<file path="config.mk">
export PLATFORM = sky130hd
export DESIGN_NAME = sha256_byte_hasher_core
export DESIGN_NICKNAME = d
export VERILOG_FILES = /design/src/rtl/core/shb_pkg.sv /design/src/rtl/core/shb_sched.sv /design/src/rtl/core/shb_round.sv /design/src/rtl/core/sha256_byte_hasher_core.sv
export SDC_FILE = /design/constraint.sdc
export NUM_CORES = 2
export LEC_CHECK = 0
export BUFFER_PORTS_ARGS = -buffer_cell sky130_fd_sc_hd__buf_2
export CAP_MARGIN = 20
export CORE_ASPECT_RATIO = 1.2
export CORE_MARGIN = 5
export CORE_UTILIZATION = 55
export DETAILED_ROUTE_END_ITERATION = 8
export PLACE_DENSITY = 0.82
export SLEW_MARGIN = 20
export SYNTH_ARGS = -nofsm -noshare
export SYNTH_HDL_FRONTEND = slang
export SYNTH_SLANG_ARGS = --single-unit
</file>
<file path="constraint.sdc">
create_clock -name aclk -period 20.9 [get_ports aclk]
set_input_delay 2.09 -clock aclk [delete_from_list [all_inputs] [get_ports aclk]]
set_output_delay 2.09 -clock aclk [all_outputs]
set_load 0.02 [all_outputs]
</file>
<file path="src/rtl/core/shb_pkg.sv">
// ----------------------------------------------------------------------------
// shb_pkg
// Shared types, constants and a helper function for the SHA-256 byte hasher.
// ----------------------------------------------------------------------------
`default_nettype none

package shb_pkg;

    localparam int WORD_W   = 32;
    localparam int NUM_HASH = 8;
    localparam int NUM_SCHED = 16;
    localparam int NUM_ROUNDS = 64;

    localparam logic [7:0] PAD_BYTE = 8'h80;
    localparam logic [5:0] LEN_POS  = 6'd56;
    localparam logic [5:0] LAST_POS = 6'd63;
    localparam logic [5:0] LAST_ROUND = 6'd63;
    localparam logic [2:0] LAST_WORD_IDX = 3'd7;
    localparam logic [63:0] BITS_PER_BYTE = 64'd8;

    typedef logic [NUM_HASH-1:0][WORD_W-1:0] hash_arr_t;

    localparam hash_arr_t INIT_HASH = {
        32'h5be0cd19, 32'h1f83d9ab, 32'h9b05688c, 32'h510e527f,
        32'ha54ff53a, 32'h3c6ef372, 32'hbb67ae85, 32'h6a09e667
    };

    localparam logic [WORD_W-1:0] ROUND_K [NUM_ROUNDS] = '{
        32'h428a2f98, 32'h71374491, 32'hb5c0fbcf, 32'he9b5dba5,
        32'h3956c25b, 32'h59f111f1, 32'h923f82a4, 32'hab1c5ed5,
        32'hd807aa98, 32'h12835b01, 32'h243185be, 32'h550c7dc3,
        32'h72be5d74, 32'h80deb1fe, 32'h9bdc06a7, 32'hc19bf174,
        32'he49b69c1, 32'hefbe4786, 32'h0fc19dc6, 32'h240ca1cc,
        32'h2de92c6f, 32'h4a7484aa, 32'h5cb0a9dc, 32'h76f988da,
        32'h983e5152, 32'ha831c66d, 32'hb00327c8, 32'hbf597fc7,
        32'hc6e00bf3, 32'hd5a79147, 32'h06ca6351, 32'h14292967,
        32'h27b70a85, 32'h2e1b2138, 32'h4d2c6dfc, 32'h53380d13,
        32'h650a7354, 32'h766a0abb, 32'h81c2c92e, 32'h92722c85,
        32'ha2bfe8a1, 32'ha81a664b, 32'hc24b8b70, 32'hc76c51a3,
        32'hd192e819, 32'hd6990624, 32'hf40e3585, 32'h106aa070,
        32'h19a4c116, 32'h1e376c08, 32'h2748774c, 32'h34b0bcb5,
        32'h391c0cb3, 32'h4ed8aa4a, 32'h5b9cca4f, 32'h682e6ff3,
        32'h748f82ee, 32'h78a5636f, 32'h84c87814, 32'h8cc70208,
        32'h90befffa, 32'ha4506ceb, 32'hbef9a3f7, 32'hc67178f2
    };

    typedef enum logic [5:0] {
        ST_IDLE  = 6'b000001,
        ST_PAD   = 6'b000010,
        ST_LOAD  = 6'b000100,
        ST_ROUND = 6'b001000,
        ST_FOLD  = 6'b010000,
        ST_OUT   = 6'b100000
    } state_t;

    typedef struct packed {
        logic       shift_byte;
        logic [7:0] byte_in;
        logic       step;
    } sched_ctrl_t;

    typedef struct packed {
        logic init;
        logic load;
        logic step;
        logic fold;
    } round_ctrl_t;

    function automatic logic [WORD_W-1:0] rotr(input logic [WORD_W-1:0] v,
                                               input int unsigned n);
        rotr = (v >> n) | (v << (WORD_W - n));
    endfunction

endpackage

`default_nettype wire

</file>
<file path="src/rtl/core/shb_sched.sv">
// ----------------------------------------------------------------------------
// shb_sched
// Block buffer and message schedule window: collects bytes, then supplies
// one schedule word per round.
// ----------------------------------------------------------------------------
`default_nettype none

module shb_sched (
    input  logic                      aclk,
    input  shb_pkg::sched_ctrl_t      ctrl,
    output logic [shb_pkg::WORD_W-1:0] w_cur
);
    import shb_pkg::*;

    logic [WORD_W-1:0] w_reg  [NUM_SCHED];
    logic [WORD_W-1:0] w_next [NUM_SCHED];
    logic [WORD_W-1:0] s0;
    logic [WORD_W-1:0] s1;
    logic [WORD_W-1:0] w_new;

    always_comb begin
        s0    = rotr(w_reg[1], 7) ^ rotr(w_reg[1], 18) ^ (w_reg[1] >> 3);
        s1    = rotr(w_reg[14], 17) ^ rotr(w_reg[14], 19) ^ (w_reg[14] >> 10);
        w_new = w_reg[0] + s0 + w_reg[9] + s1;
    end

    always_comb begin
        for (int i = 0; i < NUM_SCHED; i++) begin
            w_next[i] = w_reg[i];
        end
        if (ctrl.shift_byte) begin
            for (int i = 0; i < NUM_SCHED - 1; i++) begin
                w_next[i] = {w_reg[i][WORD_W-9:0], w_reg[i+1][WORD_W-1:WORD_W-8]};
            end
            w_next[NUM_SCHED-1] = {w_reg[NUM_SCHED-1][WORD_W-9:0], ctrl.byte_in};
        end else if (ctrl.step) begin
            for (int i = 0; i < NUM_SCHED - 1; i++) begin
                w_next[i] = w_reg[i+1];
            end
            w_next[NUM_SCHED-1] = w_new;
        end
    end

    always_ff @(posedge aclk) begin
        for (int i = 0; i < NUM_SCHED; i++) begin
            w_reg[i] <= w_next[i];
        end
    end

    assign w_cur = w_reg[0];

endmodule

`default_nettype wire

</file>
<file path="src/rtl/core/shb_round.sv">
// ----------------------------------------------------------------------------
// shb_round
// Hash state and the shared compression round unit, one round per cycle.
// ----------------------------------------------------------------------------
`default_nettype none

module shb_round (
    input  logic                       aclk,
    input  logic                       aresetn,
    input  shb_pkg::round_ctrl_t       ctrl,
    input  logic [shb_pkg::WORD_W-1:0] w_cur,
    input  logic [5:0]                 round_idx,
    output shb_pkg::hash_arr_t         hash
);
    import shb_pkg::*;

    hash_arr_t h_reg;
    hash_arr_t h_next;
    hash_arr_t v_reg;
    hash_arr_t v_next;

    logic [WORD_W-1:0] big0;
    logic [WORD_W-1:0] big1;
    logic [WORD_W-1:0] choose;
    logic [WORD_W-1:0] major;
    logic [WORD_W-1:0] t1;
    logic [WORD_W-1:0] t2;

    always_comb begin
        big1   = rotr(v_reg[4], 6) ^ rotr(v_reg[4], 11) ^ rotr(v_reg[4], 25);
        choose = (v_reg[4] & v_reg[5]) ^ (~v_reg[4] & v_reg[6]);
        t1     = v_reg[7] + big1 + choose + ROUND_K[round_idx] + w_cur;
        big0   = rotr(v_reg[0], 2) ^ rotr(v_reg[0], 13) ^ rotr(v_reg[0], 22);
        major  = (v_reg[0] & v_reg[1]) ^ (v_reg[0] & v_reg[2]) ^ (v_reg[1] & v_reg[2]);
        t2     = big0 + major;
    end

    always_comb begin
        v_next = v_reg;
        h_next = h_reg;
        if (ctrl.load) begin
            v_next = h_reg;
        end else if (ctrl.step) begin
            v_next[7] = v_reg[6];
            v_next[6] = v_reg[5];
            v_next[5] = v_reg[4];
            v_next[4] = v_reg[3] + t1;
            v_next[3] = v_reg[2];
            v_next[2] = v_reg[1];
            v_next[1] = v_reg[0];
            v_next[0] = t1 + t2;
        end
        if (ctrl.init) begin
            h_next = INIT_HASH;
        end else if (ctrl.fold) begin
            for (int i = 0; i < NUM_HASH; i++) begin
                h_next[i] = h_reg[i] + v_reg[i];
            end
        end
    end

    always_ff @(posedge aclk) begin
        if (!aresetn) begin
            h_reg <= INIT_HASH;
        end else begin
            h_reg <= h_next;
        end
    end

    always_ff @(posedge aclk) begin
        v_reg <= v_next;
    end

    assign hash = h_reg;

endmodule

`default_nettype wire

</file>
<file path="src/rtl/core/sha256_byte_hasher_core.sv">
// ----------------------------------------------------------------------------
// sha256_byte_hasher_core
// SHA-256 over a byte stream with padding and digest readout.
// ----------------------------------------------------------------------------
// Input channel (s_*): one transfer per message byte. tdata carries the byte,
// tuser says whether the byte is present, tlast closes the message after it.
// A transfer with neither a byte nor tlast changes nothing.
// Output channel (m_*): eight transfers per message, digest word 0 first,
// tuser holds the word position and tlast marks word 7.
// A byte that does not complete a 64-byte block is taken while s_tready stays
// high. The byte that completes a block holds s_tready low through a load
// step, 64 rounds of the single round unit and a fold into the hash.
// At message end the pad bytes and length are shifted in one per cycle.
// The output stalls for as long as m_tready is low; the input stays closed
// until word 7 is taken, after which the hash returns to its initial value.
// Reset (aresetn low, synchronous) drops any partial message and leaves the
// block idle and ready.
// ----------------------------------------------------------------------------
`default_nettype none

module sha256_byte_hasher_core (
    input  logic        aclk,
    input  logic        aresetn,
    input  logic        s_tvalid,
    output logic        s_tready,
    input  logic [7:0]  s_tdata,   // [7:0] data_byte
    input  logic        s_tuser,   // [0] byte_present
    input  logic        s_tlast,
    output logic        m_tvalid,
    input  logic        m_tready,
    output logic [31:0] m_tdata,   // [31:0] digest_word
    output logic [2:0]  m_tuser,   // [2:0] word_index
    output logic        m_tlast
);
    import shb_pkg::*;

    state_t      state_reg, state_next;
    logic [5:0]  count_reg, count_next;
    logic [5:0]  round_reg, round_next;
    logic [2:0]  out_idx_reg, out_idx_next;
    logic [63:0] bits_reg, bits_next;
    logic        pad_active_reg, pad_active_next;
    logic        pad80_done_reg, pad80_done_next;
    logic        final_blk_reg, final_blk_next;

    sched_ctrl_t       sc;
    round_ctrl_t       rc;
    logic [WORD_W-1:0] w_cur;
    hash_arr_t         hash;

    always_comb begin
        state_next      = state_reg;
        count_next      = count_reg;
        round_next      = round_reg;
        out_idx_next    = out_idx_reg;
        bits_next       = bits_reg;
        pad_active_next = pad_active_reg;
        pad80_done_next = pad80_done_reg;
        final_blk_next  = final_blk_reg;
        sc              = '0;
        rc              = '0;
        s_tready        = 1'b0;
        m_tvalid        = 1'b0;

        unique case (state_reg)
            ST_IDLE: begin
                s_tready = 1'b1;
                if (s_tvalid) begin
                    if (s_tuser) begin
                        sc.shift_byte = 1'b1;
                        sc.byte_in    = s_tdata;
                        count_next    = count_reg + 6'd1;
                        bits_next     = bits_reg + BITS_PER_BYTE;
                    end
                    if (s_tuser && count_reg == LAST_POS) begin
                        pad_active_next = s_tlast;
                        state_next      = ST_LOAD;
                    end else if (s_tlast) begin
                        pad_active_next = 1'b1;
                        state_next      = ST_PAD;
                    end
                end
            end
            ST_PAD: begin
                sc.shift_byte = 1'b1;
                if (!pad80_done_reg) begin
                    sc.byte_in      = PAD_BYTE;
                    pad80_done_next = 1'b1;
                    final_blk_next  = (count_reg < LEN_POS);
                end else if (final_blk_reg && count_reg >= LEN_POS) begin
                    sc.byte_in = bits_reg[63:56];
                    bits_next  = {bits_reg[55:0], 8'h00};
                end else begin
                    sc.byte_in = 8'h00;
                end
                count_next = count_reg + 6'd1;
                if (count_reg == LAST_POS) begin
                    state_next = ST_LOAD;
                end
            end
            ST_LOAD: begin
                rc.load    = 1'b1;
                round_next = '0;
                state_next = ST_ROUND;
            end
            ST_ROUND: begin
                sc.step    = 1'b1;
                rc.step    = 1'b1;
                round_next = round_reg + 6'd1;
                if (round_reg == LAST_ROUND) begin
                    state_next = ST_FOLD;
                end
            end
            ST_FOLD: begin
                rc.fold = 1'b1;
                if (pad_active_reg && final_blk_reg) begin
                    out_idx_next = '0;
                    state_next   = ST_OUT;
                end else if (pad_active_reg) begin
                    final_blk_next = pad80_done_reg;
                    state_next     = ST_PAD;
                end else begin
                    state_next = ST_IDLE;
                end
            end
            ST_OUT: begin
                m_tvalid = 1'b1;
                if (m_tready) begin
                    out_idx_next = out_idx_reg + 3'd1;
                    if (out_idx_reg == LAST_WORD_IDX) begin
                        rc.init         = 1'b1;
                        bits_next       = '0;
                        count_next      = '0;
                        pad_active_next = 1'b0;
                        pad80_done_next = 1'b0;
                        final_blk_next  = 1'b0;
                        state_next      = ST_IDLE;
                    end
                end
            end
            default: begin
                state_next = ST_IDLE;
            end
        endcase
    end

    always_ff @(posedge aclk) begin
        if (!aresetn) begin
            state_reg      <= ST_IDLE;
            count_reg      <= '0;
            round_reg      <= '0;
            out_idx_reg    <= '0;
            bits_reg       <= '0;
            pad_active_reg <= 1'b0;
            pad80_done_reg <= 1'b0;
            final_blk_reg  <= 1'b0;
        end else begin
            state_reg      <= state_next;
            count_reg      <= count_next;
            round_reg      <= round_next;
            out_idx_reg    <= out_idx_next;
            bits_reg       <= bits_next;
            pad_active_reg <= pad_active_next;
            pad80_done_reg <= pad80_done_next;
            final_blk_reg  <= final_blk_next;
        end
    end

    shb_sched u_sched (
        .aclk  (aclk),
        .ctrl  (sc),
        .w_cur (w_cur)
    );

    shb_round u_round (
        .aclk      (aclk),
        .aresetn   (aresetn),
        .ctrl      (rc),
        .w_cur     (w_cur),
        .round_idx (round_reg),
        .hash      (hash)
    );

    assign m_tdata = hash[out_idx_reg];
    assign m_tuser = out_idx_reg;
    assign m_tlast = (out_idx_reg == LAST_WORD_IDX);

endmodule

`default_nettype wire
</file>
# == Word level (Yosys, flattened, before mapping) ==
# Memories as Yosys holds them, arrays and structs flattened.
# Cells that the tools add are included.
# totals
romBits,2048
mem_count,2
latchBits,0
word_cells,179
ff_bits,600
ramBits,512
# mem_list
name,depth,width,rd,rd_ports_with_merged_regs,write_ports,line_no,source
(no name shown),64,32,1,0,0,shb_round.sv:32,t1 = v_reg[7] + big1 + choose + ROUND_K[round_idx] + w_cur;
u_sched.w_reg,16,32,16,0,16,shb_sched.sv:15,logic [WORD_W-1:0] w_reg [NUM_SCHED];
# op_classes
n_mux,58
n_lt_le_gt_ge,4
bitwise_logic,29
reduce_logical,18
div,0
n_mul,0
shift,0
add_sub_neg,22
eq_ne,22
# ops
cell,n
two-way mux 512 bit,2
adder 32 bit,18
two-way mux 256 bit,2
two-way mux 64 bit,6
XOR 32 bit,9
one-hot mux 64 bit (3 select lines),1
AND 32 bit,5
binary-select mux 32 bit (select 3 bit),1
two-way mux 32 bit,3
two-way mux 6 bit,12
adder 64 x 4 -> 64 bit (second input constant),1
one-hot mux 6 bit (6 select lines),1
inverter 32 bit,1
bitwise OR 10 x 32 -> 32 bit,1
bitwise OR 13 x 32 -> 32 bit,1
bitwise OR 14 x 32 -> 32 bit,1
bitwise OR 15 x 32 -> 32 bit,1
bitwise OR 19 x 32 -> 32 bit,1
bitwise OR 21 x 32 -> 32 bit,1
bitwise OR 25 x 32 -> 32 bit,1
bitwise OR 26 x 32 -> 32 bit,1
bitwise OR 30 x 32 -> 32 bit,1
bitwise OR 7 x 32 -> 32 bit,1
XOR 32 x 22 -> 32 bit,1
other kinds (37),80

# == Longest topological paths before layout ==
# depth
depth_word,10
mapped_depth,41
ltp_nobuf,40

# == Hierarchy ==
# A second synthesis with hierarchy kept.
# hier_totals
hier_cells,7453
area_unflattened_um2,76883.7
# by_module_without_submodules
mod,area_per_inst_um2,cells_per_inst,instances,seq_area_each_um2
shb_round,43372.8,4870,1,12812.3
shb_sched,26200.1,1718,1,15374.7
sha256_byte_hasher_core,7310.8,865,1,1701.6

# == Worst setup path after synthesis ==
# Ideal clock, no wire load.
# synth_timing
path_type,input to register
from,input port s_tvalid
to,"memory u_sched.w_reg[0][0], enable pin"
t_arrival_ns,11.514
setup_slack_ns,5.732
stages,5
t_required_ns,17.246
path_cell_list,and3_1 o21ai_1 clkbuf_1 clkbuf_1 nand2_1
# synth_lines
element,line_no,source
start: declaration,sha256_byte_hasher_core.sv:24,"input logic s_tvalid,"
end: declaration,shb_sched.sv:15,

==> impl_metrics.ini <==
[synth]
ys_types = 110
syn_inst = 8623
yosys.area.top_type_share = 0.3057
ys_warn_count = 0
synth_ff_type = edfxtp_1
yosys.area.top_type = edfxtp_1
synth_area_um2 = 75450
async_flop_share = 0
synth-edff-count = 768
ys_seq_area_frac = 0.3961
synthTopCellsByArea = edfxtp_1, nand2_1, dfxtp_1
syn_area_per_cell_um2 = 8.750
synth_seq_cells = 1109
synth_nets = 9227

[route]
drc = 0
viasPerCell = 6.165
vias = 63430
final_antenna_net_count = 0
wl_mm = 233.4
firstDrtPassIters = 8
wire_per_inst_um = 22.69
drt_iter0_drc = 6697

[clock_network]
clkTransAtPathRegs_ns = 0.07
hold_buffers = 0
cts_setup_buffers = 0
clk_path_buf_depth = 3
clkLatencyLatePin_ns = 0.78
cts_root_buffer = clkbuf_16
cts_tree = done
cts_buffers = 116
cts_resized = 0
clkSinkCount = 1109
cts-htree-levels = 3

[place]
dpl.hpwl_mm = 166.7
place_area_um2 = 76870
gp_congestion = 1.031
place_ws_ns = 11.17
portBuffers = 51

[sta]
relSlewSlack = 0.2607
worst_pin_slew_ns = 1.109
slew_violations = 0
fin_tns_setup_ns = 0
period_minus_slack_ns = 9.920
clock.fmax_mhz = 100.8
worst_slack_ns = 10.98
final-hold-violation-count = 0
finalSetupViolCount = 0
rsz0062_at_grt = false
clock_skew_ns = 0.05708
timing.final.crit_share = 0.4746

[power]
ir_drop_uv = 160.3
clkPwrFrac = 0.159
p_sw_uw = 5754
swShare = 0.4395
seqPwrFrac = 0.267
p_leak_uw = 0.03365
powerDensity_nw_per_um2 = 162.4
internal_power_uw = 7339
p_comb_frac = 0.573

[run_status]
outcome = finished clean

[critical_path]
cp-start-kind = flop
cp_slowest_cell = nor2_1
setup.worst_path.class = flop to flop
cp-end-kind = flop
cp_data_required_time_ns = 21.43
path_max_fanout = 16
cp_data_arrival_time_ns = 10.45
max_stage_delay_ns = 0.78
r2r_cells = 35

[finish]
fillers = 11520
seqCellArea_um2 = 29900
multiInputGateArea_um2 = 42160
drive_above_1_share = 0.06018
design_area_um2 = 80630
largest_register_ffs = 512
nNetsFinal = 8980
area_growth_syn_to_layout_pct = 6.862

[hold_path]
holdPathStages = 2
min_path_type = flop to flop

[grt]
grt_use_total = 0.3118
overflow = 0
met1_usage = 0.3752
grt_pass1_vias = 61150
grt_antenna_before_repair = 6
grt_max_degree = 235
grt_pass1_wl_mm = 354.5
gr-usage-met3 = 0.04647
met2_usage = 0.5179
grt_busiest_layer = met2

[die]
start_util = 0.5514
die_w_um = 348.1
io_pins = 52
coreArea_um2 = 136800
die-area_um2 = 144700
rows = 149
fp.dieH_um = 415.7

[run]
drv_cap = 0
==> logic make-up after synthesis <==
group / Yosys count / share of synthesized area
simple gates: 3445 / 0.1891
compound gates: 1815 / 0.1501
flops: 1109 / 0.3961
buf+inv: 931 / 0.04640
fa+ha+maj: 594 / 0.1178
xor+xnor: 572 / 0.06640
mux: 157 / 0.03413
==> synth_stat cells (all sizes together), types with 42 or more instances <==
| master | instances |
|---|---|
| nor2b | 56 |
| edfxtp | 768 |
| o21a | 67 |
| o21ai | 499 |
| mux4 | 75 |
| xnor2 | 333 |
| ha | 395 |
| inv | 444 |
| dfxtp | 341 |
| a211oi | 58 |
| and3 | 46 |
| xor2 | 239 |
| clkbuf | 455 |
| a21oi | 553 |
| nand2b | 68 |
| o211ai | 103 |
| mux2 | 52 |
| nand2 | 2462 |
| fa | 195 |
| nand3 | 126 |
| nor3 | 102 |
| nand4 | 45 |
| o31ai | 44 |
| a31oi | 50 |
| nor2 | 411 |
| o21bai | 42 |
| a21o | 174 |
==> layer usage <==
metal  wire [µm]  vias to the layer above  part of all wire
li1            -                    29150                 -
met1       86500                    30480              0.37
met2      110600                     3021              0.47
met3       17730                      773             0.076
met4       18580                        0             0.080
met5           0                        -                 0
==> path summary, 6_finish.rpt <==
kind                     startpoint                 to  slack, ns
setup / recovery       round_reg[0]  u_round.v_reg[31]      10.98
hold / removal    u_round.hash[233]  u_round.hash[233]       0.49
setup reg to reg       round_reg[0]  u_round.v_reg[31]      10.98
hold reg to reg   u_round.hash[233]  u_round.hash[233]       0.49
==> power by group through the flow <==
| stage | Combinational, µW | Clock (µW) | Sequential [µW] |
|---|---|---|---|
| after floorplan | 5660 | 0 | 3520 |
| after global placement | 7100 | 0 | 3520 |
| after detailed placement | 7310 | 0 | 3530 |
| after CTS | 7380 | 2110 | 3490 |
| after global routing | 8290 | 2200 | 3520 |
| final | 7510 | 2090 | 3500 |
==> cells in the final DEF (no fill, tap or decap), drive strengths merged, types with 42 or more instances in the layout <==
cell type | Yosys | layout
nand2b | 68 | 68
edfxtp | 768 | 768
a31oi | 50 | 50
o21ai | 499 | 499
a21o | 174 | 174
nand3 | 126 | 126
mux2 | 52 | 52
nor2 | 411 | 411
ha | 395 | 395
fa | 195 | 195
xor2 | 239 | 239
o211ai | 103 | 103
nor2b | 56 | 56
dfxtp | 341 | 341
a211oi | 58 | 58
and3 | 46 | 46
nand4 | 45 | 45
clkbuf | 455 | 150
a21oi | 553 | 553
nor3 | 102 | 102
mux4 | 75 | 75
o31ai | 44 | 44
inv | 444 | 449
buf | 30 | 120
nand2 | 2462 | 2462
xnor2 | 333 | 333
o21a | 67 | 67
o21bai | 42 | 42
clkinv | 2 | 50
==> per-stage QoR <==
| step | hold slack [ns] | util | total power (µW) | instances |
|---|---|---|---|---|
| global placement | 0.4663 | 0.5617 | 10620 | 10070 |
| detailed placement | 0.4807 | 0.5617 | 10840 | 10070 |
| CTS | 0.4887 | 0.5892 | 12980 | 10290 |
| finish | 0.4925 | 0.5892 | 13090 | 10290 |
| floorplan | 0.4529 | - | 9184 | 8623 |
| global route | 0.5123 | 0.5892 | 14010 | 10290 |
==> area by class of cell <==
type                    instances  area share
multi-input cells            6583      0.5228
flip-flops and latches       1109      0.3709
clock buffers                 150     0.03859
well taps                    1812     0.02812
inverters                     446     0.02086
repair buffers                120     0.01072
clock inverters                67    0.007914
diodes                          2  0.00006207
==> worst max-delay path: cells and delay by family (launching register included) <==
family                   cells  cell delay (ns)
AO/OA/AOI/OAI               13             3.02
flip-flops                   1             0.31
XOR/XNOR                     1             0.12
AND/OR/NAND/NOR              7             1.68
multiplexers                 1             0.27
adder cells (fa/ha/maj)      8             3.54
buffers and inverters        5             0.70
Note: power is estimated with default switching activity, not from simulation.
